**config.mk**
```make
export PLATFORM = sky130hd
export DESIGN_NAME = ham6_pixel_encoder_unit
export DESIGN_NICKNAME = d
export VERILOG_FILES = /design/src/rtl/ham6_pkg.sv /design/src/rtl/ham6_pal_search.sv /design/src/rtl/ham6_mod_select.sv /design/src/rtl/ham6_pixel_encoder_unit.sv
export SDC_FILE = /design/constraint.sdc
export NUM_CORES = 2
export LEC_CHECK = 0
export ABC_AREA = 1
export BUFFER_PORTS_ARGS = -buffer_cell sky130_fd_sc_hd__buf_2
export CORE_MARGIN = 10
export CORE_UTILIZATION = 30
export CTS_CLUSTER_DIAMETER = 150
export CTS_CLUSTER_SIZE = 24
export DETAILED_ROUTE_END_ITERATION = 12
export SLEW_MARGIN = 20
export SYNTH_ARGS = -nofsm -noshare
export SYNTH_HDL_FRONTEND = slang
export SYNTH_HIERARCHICAL = 1
export SYNTH_SLANG_ARGS = --single-unit
```
**constraint.sdc**
```tcl
create_clock -name clk -period 34 [get_ports clk]
set_input_delay 5.1 -clock clk [delete_from_list [all_inputs] [get_ports clk]]
set_output_delay 5.1 -clock clk [all_outputs]
set_load 0.005 [all_outputs]
```
**src/rtl/ham6_pkg.sv**
```systemverilog
// Shared types, palette ROM and distance helpers for the HAM6 pixel encoder.
`default_nettype none

package ham6_pkg;

    localparam int PAL_SIZE = 16;
    localparam int IDX_W    = 4;
    localparam int SQ_W     = 16;
    localparam int DIST_W   = 18;
    localparam int CODE_W   = 6;

    // Code prefixes for the three modify operations
    localparam logic [CODE_W-1:0] TAG_RED   = 6'h20;
    localparam logic [CODE_W-1:0] TAG_GREEN = 6'h30;
    localparam logic [CODE_W-1:0] TAG_BLUE  = 6'h10;

    typedef logic [DIST_W-1:0] dist_t;

    typedef struct packed {
        logic [7:0] red;
        logic [7:0] green;
        logic [7:0] blue;
    } rgb_t;

    // Palette search winner
    typedef struct packed {
        logic [IDX_W-1:0] idx;
        dist_t            distance;
    } pal_best_t;

    // Final decision for one pixel: emitted code and new held color
    typedef struct packed {
        logic [CODE_W-1:0] code;
        rgb_t              held;
    } ham_choice_t;

    localparam rgb_t PAL_ROM [PAL_SIZE] = '{
        '{8'h02, 8'h02, 8'h24}, '{8'h02, 8'hFE, 8'h44},
        '{8'hFE, 8'h02, 8'h59}, '{8'h02, 8'h7E, 8'h3A},
        '{8'hFE, 8'hFE, 8'h49}, '{8'h7E, 8'h02, 8'h42},
        '{8'h7E, 8'hFE, 8'h3E}, '{8'hFE, 8'h7E, 8'h85},
        '{8'h7E, 8'h7E, 8'h77}, '{8'h02, 8'h02, 8'hFC},
        '{8'h02, 8'hFE, 8'hFC}, '{8'hFE, 8'h02, 8'hFC},
        '{8'h02, 8'h7E, 8'hFC}, '{8'hFE, 8'hFE, 8'hFC},
        '{8'h7E, 8'h02, 8'hFC}, '{8'h7E, 8'hFE, 8'hFC}
    };

    // Square of the absolute difference of two bytes
    function automatic logic [SQ_W-1:0] sq_diff(input logic [7:0] a, input logic [7:0] b);
        logic [7:0]      d;
        logic [SQ_W-1:0] dw;
        d  = (a > b) ? (a - b) : (b - a);
        dw = {8'h00, d};
        return dw * dw;
    endfunction

    // Squared Euclidean distance between two colors
    function automatic dist_t color_dist(input rgb_t a, input rgb_t b);
        return DIST_W'(sq_diff(a.red, b.red)) + DIST_W'(sq_diff(a.green, b.green))
             + DIST_W'(sq_diff(a.blue, b.blue));
    endfunction

    // Nibble of a byte copied into both halves
    function automatic logic [7:0] nib_rep(input logic [7:0] v);
        return {v[7:4], v[7:4]};
    endfunction

endpackage

`default_nettype wire

```
**src/rtl/ham6_pal_search.sv**
```systemverilog
// Palette search: nearest ROM entry by squared distance, ties to the highest index.
`default_nettype none

module ham6_pal_search (
    input  ham6_pkg::rgb_t      pix,
    output ham6_pkg::pal_best_t best
);
    import ham6_pkg::*;

    pal_best_t lvl0 [PAL_SIZE];
    pal_best_t lvl1 [PAL_SIZE/2];
    pal_best_t lvl2 [PAL_SIZE/4];
    pal_best_t lvl3 [PAL_SIZE/8];

    // Upper entry wins on equal distance
    function automatic pal_best_t pick(input pal_best_t lo, input pal_best_t hi);
        return (hi.distance <= lo.distance) ? hi : lo;
    endfunction

    // Distance to every palette entry
    always_comb
    begin
        for (int i = 0; i < PAL_SIZE; i++)
        begin
            lvl0[i].idx      = IDX_W'(i);
            lvl0[i].distance = color_dist(PAL_ROM[i], pix);
        end
    end

    // Reduce through a four-level minimum tree
    always_comb
    begin
        for (int i = 0; i < PAL_SIZE/2; i++)
        begin
            lvl1[i] = pick(lvl0[2*i], lvl0[2*i+1]);
        end
        for (int i = 0; i < PAL_SIZE/4; i++)
        begin
            lvl2[i] = pick(lvl1[2*i], lvl1[2*i+1]);
        end
        for (int i = 0; i < PAL_SIZE/8; i++)
        begin
            lvl3[i] = pick(lvl2[2*i], lvl2[2*i+1]);
        end
    end

    assign best = pick(lvl3[0], lvl3[1]);

endmodule

`default_nettype wire

```
**src/rtl/ham6_mod_select.sv**
```systemverilog
// Compare palette reload against the three single-component modifies of the held color.
`default_nettype none

module ham6_mod_select (
    input  ham6_pkg::rgb_t        pix,
    input  ham6_pkg::rgb_t        held,
    input  logic                  first,
    input  ham6_pkg::pal_best_t   best,
    output ham6_pkg::ham_choice_t choice
);
    import ham6_pkg::*;

    logic [7:0] mod_r;
    logic [7:0] mod_g;
    logic [7:0] mod_b;
    dist_t      held_dist;
    dist_t      md_r;
    dist_t      md_g;
    dist_t      md_b;
    dist_t      mmin;
    logic       pick_r;
    logic       pick_g;
    logic       reload;

    assign mod_r = nib_rep(pix.red);
    assign mod_g = nib_rep(pix.green);
    assign mod_b = nib_rep(pix.blue);

    // Swap one component's term out of the held-color distance
    assign held_dist = color_dist(held, pix);
    assign md_r = held_dist - DIST_W'(sq_diff(held.red, pix.red))
                + DIST_W'(sq_diff(mod_r, pix.red));
    assign md_g = held_dist - DIST_W'(sq_diff(held.green, pix.green))
                + DIST_W'(sq_diff(mod_g, pix.green));
    assign md_b = held_dist - DIST_W'(sq_diff(held.blue, pix.blue))
                + DIST_W'(sq_diff(mod_b, pix.blue));

    // First minimal component in red, green, blue order
    assign pick_r = (md_r <= md_g) && (md_r <= md_b);
    assign pick_g = !pick_r && (md_g <= md_b);
    assign mmin   = pick_r ? md_r : (pick_g ? md_g : md_b);

    // Reload only on a line start or when strictly nearer
    assign reload = first || (best.distance < mmin);

    always_comb
    begin
        choice.held = held;
        if (reload)
        begin
            choice.code = CODE_W'(best.idx);
            choice.held = PAL_ROM[best.idx];
        end
        else if (pick_r)
        begin
            choice.code     = TAG_RED | CODE_W'(pix.red[7:4]);
            choice.held.red = mod_r;
        end
        else if (pick_g)
        begin
            choice.code       = TAG_GREEN | CODE_W'(pix.green[7:4]);
            choice.held.green = mod_g;
        end
        else
        begin
            choice.code      = TAG_BLUE | CODE_W'(pix.blue[7:4]);
            choice.held.blue = mod_b;
        end
    end

endmodule

`default_nettype wire

```
**src/rtl/ham6_pixel_encoder_unit.sv**
```systemverilog
// Top level of the HAM6 pixel encoder: input register, encode logic, result register.
//
// Usage:
//   Pixels enter on the in_valid/in_ready channel, one beat per pixel with
//   red, green, blue, alpha and first_in_line. Each pixel yields exactly one
//   result beat on out_valid/out_ready carrying ham_code and alpha_out.
//   The alpha_present register is written through cfg_valid/cfg_ready with
//   cfg_data; cfg_ready is always high. Write it only while no pixel is in
//   flight.
//   An accepted pixel moves from the input register to the result register
//   once that is free. Throughput: one pixel per cycle while out_ready stays
//   high; the palette search and modify compare sit between the two registers,
//   and the held color is updated at the same edge the result is loaded.
//   Reset clears both stage valids, the held color to black and
//   alpha_present to zero.
//   When out_ready is low the result holds, and one more pixel is still taken
//   into the input register; in_ready then drops until the result drains.
`default_nettype none

module ham6_pixel_encoder_unit (
    input  logic       clk,
    input  logic       rst_n,
    input  logic       in_valid,
    output logic       in_ready,
    input  logic [7:0] red,
    input  logic [7:0] green,
    input  logic [7:0] blue,
    input  logic [7:0] alpha,
    input  logic       first_in_line,
    output logic       out_valid,
    input  logic       out_ready,
    output logic [5:0] ham_code,
    output logic [7:0] alpha_out,
    input  logic       cfg_valid,
    output logic       cfg_ready,
    input  logic       cfg_data
);
    import ham6_pkg::*;

    logic                  in_valid_reg;
    rgb_t                  pix_reg;
    logic [7:0]            alpha_reg;
    logic                  first_reg;
    logic                  out_valid_reg;
    logic [CODE_W-1:0]     ham_code_reg;
    logic [7:0]            alpha_out_reg;
    rgb_t                  held_reg;
    logic                  alpha_present_reg;
    logic                  in_fire;
    logic                  advance;
    pal_best_t             best;
    ham_choice_t           choice;

    // Move a beat from the input register into the result register
    assign advance   = in_valid_reg && (!out_valid_reg || out_ready);
    assign in_ready  = !in_valid_reg || advance;
    assign in_fire   = in_valid && in_ready;
    assign cfg_ready = 1'b1;

    ham6_pal_search u_pal (
        .pix  (pix_reg),
        .best (best)
    );

    ham6_mod_select u_mod (
        .pix    (pix_reg),
        .held   (held_reg),
        .first  (first_reg),
        .best   (best),
        .choice (choice)
    );

    // Control state, held color and configuration
    always_ff @(posedge clk or negedge rst_n)
    begin
        if (!rst_n)
        begin
            in_valid_reg      <= 1'b0;
            out_valid_reg     <= 1'b0;
            held_reg          <= '0;
            alpha_present_reg <= 1'b0;
        end
        else
        begin
            if (in_ready)
            begin
                in_valid_reg <= in_valid;
            end
            if (advance)
            begin
                out_valid_reg <= 1'b1;
                held_reg      <= choice.held;
            end
            else if (out_ready)
            begin
                out_valid_reg <= 1'b0;
            end
            if (cfg_valid)
            begin
                alpha_present_reg <= cfg_data;
            end
        end
    end

    // Capture the input beat
    always_ff @(posedge clk)
    begin
        if (in_fire)
        begin
            pix_reg   <= '{red, green, blue};
            alpha_reg <= alpha;
            first_reg <= first_in_line;
        end
    end

    // Load the result beat
    always_ff @(posedge clk)
    begin
        if (advance)
        begin
            ham_code_reg  <= choice.code;
            alpha_out_reg <= alpha_present_reg ? alpha_reg : 8'h00;
        end
    end

    assign out_valid = out_valid_reg;
    assign ham_code  = ham_code_reg;
    assign alpha_out = alpha_out_reg;

    // A line start always reloads, and the held color becomes that palette entry
    assert property (@(posedge clk) disable iff (!rst_n)
        (advance && first_reg) |=> (ham_code[5:4] == 2'b00)
            && (held_reg == PAL_ROM[ham_code[3:0]]))
        else $error("line start did not reload the held color from the palette");

    // A red modify leaves the replicated nibble in the held red
    assert property (@(posedge clk) disable iff (!rst_n)
        advance |=> (ham_code[5:4] != TAG_RED[5:4])
            || (held_reg.red == {ham_code[3:0], ham_code[3:0]}))
        else $error("held red does not match the modify code");

    // A green modify leaves the replicated nibble in the held green
    assert property (@(posedge clk) disable iff (!rst_n)
        advance |=> (ham_code[5:4] != TAG_GREEN[5:4])
            || (held_reg.green == {ham_code[3:0], ham_code[3:0]}))
        else $error("held green does not match the modify code");

    // A blue modify leaves the replicated nibble in the held blue
    assert property (@(posedge clk) disable iff (!rst_n)
        advance |=> (ham_code[5:4] != TAG_BLUE[5:4])
            || (held_reg.blue == {ham_code[3:0], ham_code[3:0]}))
        else $error("held blue does not match the modify code");

endmodule

`default_nettype wire

```
==> flow_metrics.env <==
export IMPL_outcome="finished clean"
export IMPL_min_delay_path_class="flop to flop"
export IMPL_synth_area_mm2=0.0731
export IMPL_syn_inst=10100
export IMPL_post_cts_setup_buffer_count=0
export IMPL_ant_nets=0
export IMPL_root_buffer="clkbuf_16"
export IMPL_die_h_um=514
export IMPL_start_util=0.301
export IMPL_hold_violations=0
export IMPL_fin_worst_skew_ns=0.0203
export IMPL_rsz0062_at_grt="false"
export IMPL_period_share=0.719
export IMPL_dp_hpwl_um=212000
export IMPL_crit_type="flop to flop"
export IMPL_cp_start_kind="flop"
export IMPL_grt_pass1_wl_um=366000
export IMPL_grt_pass1_vias=62500
export IMPL_ys_warn_count=6
export IMPL_setup_tns_final_ns=0
export IMPL_cp_common_cell="inv_1"
export IMPL_worstPathRequired_ns=34.33
export IMPL_drc=0
export IMPL_ys_top_cells_by_area="ha_1, fa_1, inv_1"
export IMPL_ys_seq_area_frac=0.0286
export IMPL_syn_to_final_growth_pct=6.32
export IMPL_postCtsHoldBufs=0
export IMPL_max_slew_margin_rel=0.128
export IMPL_wirelength_um=239000
export IMPL_cts_max_level=3
export IMPL_endpoint_kind="flop"
export IMPL_wl_per_cell_um=17.9
export IMPL_boundaryPins=56
export IMPL_dr_pass1_iters=6
export IMPL_yosysUniqueCellTypes=82
export IMPL_via_per_inst=4.81
export IMPL_die_w_um=514
export IMPL_synth_common_cells="inv_1, nand2_1, ha_1, nor2_1, fa_1"
export IMPL_nNetsFinal=12400
export IMPL_clk_pin_slew_worst_paths_ns=0.08
export IMPL_syn_avg_cell_area_um2=7.21
export IMPL_crit_path_top_delay_cell="clkinv_1"
export IMPL_numCtsBuffers=9
export IMPL_gr_total_overflow=0
export IMPL_cap_viol_max_count=0
export IMPL_worstPathArrival_ns=24.79
export IMPL_gp_congestion=1.00
export IMPL_fin_crit_ns=24.46
export IMPL_synth_seq_cells=74
export IMPL_synth_edf_count=47
export IMPL_cts_buffer_depth=2
export IMPL_worst_path_max_fanout=27
export IMPL_synth_flop_cell="edfxtp_1"
export IMPL_port_buffers=54
export IMPL_fmax_mhz=40.9
export IMPL_track_usage=0.177
export IMPL_core_mm2=0.243
export IMPL_cts_resized=0
export IMPL_cts_tree="built"
export IMPL_report_final_slew_viol_count=0
export IMPL_antenna_found_initial=13
export IMPL_worst_pin_slew_ns=1.30
export IMPL_vias=64400
export IMPL_slowest_delay_ns=0.77
export IMPL_rows=181
export IMPL_yosys_area_top_type_share=0.238
export IMPL_drtIter0Drc=5004
export IMPL_clkLatencyLatePin_ns=0.40
export IMPL_grt_max_degree=36
export IMPL_yosys_area_top_type="ha_1"
export IMPL_synthArstFlopShare=0.365
export IMPL_drive_gt1_frac=0.0387
export IMPL_synth_most_common_cell="inv_1"
export IMPL_finalSetupViolations=0
export IMPL_die_area_mm2=0.264
export IMPL_cts_sinks=74
## routing by layer
metal,part of all wire,track usage
met5,0.00044,0
met4,0.048,0.0676
met3,0.068,0.0249
met1,0.46,0.249
met2,0.42,0.273
## layout make-up
class | count | area, um2
Timing Repair Buffer | 130 | 841
Clock buffer | 9 | 225
Tap cell | 3202 | 4010
Sequential cell | 74 | 2090
Inverter | 2340 | 8780
Fill cell | 26500 | 165000
Clock inverter | 7 | 82.6
Multi-Input combinational cell | 7615 | 61700
Antenna cell | 4 | 10.0
## metrics by stage
stage          hold slack [ns]  cell area (um2)  utilization  std cells  setup slack (ns)
2_1_floorplan            0.467            73100            -      10200             15.97
3_3_place_gp             0.482            77400        0.319      13400             10.08
3_5_place_dp             0.498            77400        0.319      13400              9.91
4_1_cts                  0.505            77700        0.320      13400              9.83
5_1_grt                  0.529            77700        0.320      13400              7.54
6_report                 0.503            77700        0.320      13400              9.54
## cell families after synthesis
group                    share of synthesized area
AO/OA/AOI/OAI                                0.110
flip-flops                                  0.0286
AND/OR/NAND/NOR                              0.195
XOR/XNOR                                    0.0773
adder cells (fa/ha/maj)                      0.458
multiplexers                               0.00164
buffers and inverters                        0.129
other                                     0.000154
## worst paths after layout
| path | slack (ns) | depth (start not counted) | endpoint | start |
|---|---|---|---|---|
| worst max-delay path | 9.54 | 110 | held_reg[21]$_DFFE_PN0P_ | pix_reg[16]$_DFFE_PP_ |
| worst min-delay path | 0.50 | 2 | alpha_out[1]$_SDFFCE_PN0P_ | alpha_reg[1]$_DFFE_PP_ |
| worst max register to register | 9.54 | 110 | held_reg[21]$_DFFE_PN0P_ | pix_reg[16]$_DFFE_PP_ |
| worst min register to register | 0.50 | 2 | alpha_out[1]$_SDFFCE_PN0P_ | alpha_reg[1]$_DFFE_PP_ |
| max in group asynchronous | 28.71 | 1 | held_reg[2]$_DFFE_PN0P_ | rst_n |
| min in group asynchronous | 4.77 | 1 | alpha_present_reg$_DFFE_PN0P_ | rst_n |
## worst max-delay path, delay by kind of cell (launching register included)
family	cells	cell delay, ns
AND/OR/NAND/NOR	36	5.39
AO/OA/AOI/OAI	34	6.23
XOR/XNOR	3	1.15
adder cells (fa/ha/maj)	17	6.48
flip-flops	1	0.72
buffers and inverters	20	4.37
## layout by cell type, fill, tap and decap left out, types with 37 or more instances in the layout
cell type	instances
a211oi_1	37
a21oi_1	619
buf_2	54
buf_4	76
edfxtp_1	47
fa_1	804
ha_1	1387
inv_1	2300
nand2_1	1675
nand2_2	62
nand3_1	438
nand3_2	43
nand4_1	65
nor2_1	873
nor3_1	65
o21ai_0	380
o21ai_1	59
o21bai_1	102
xnor2_1	188
xor2_1	438
Power is left out: the tool's default activity adds up to more than one toggle a clock period on the data nets, which glitch-free logic cannot reach.
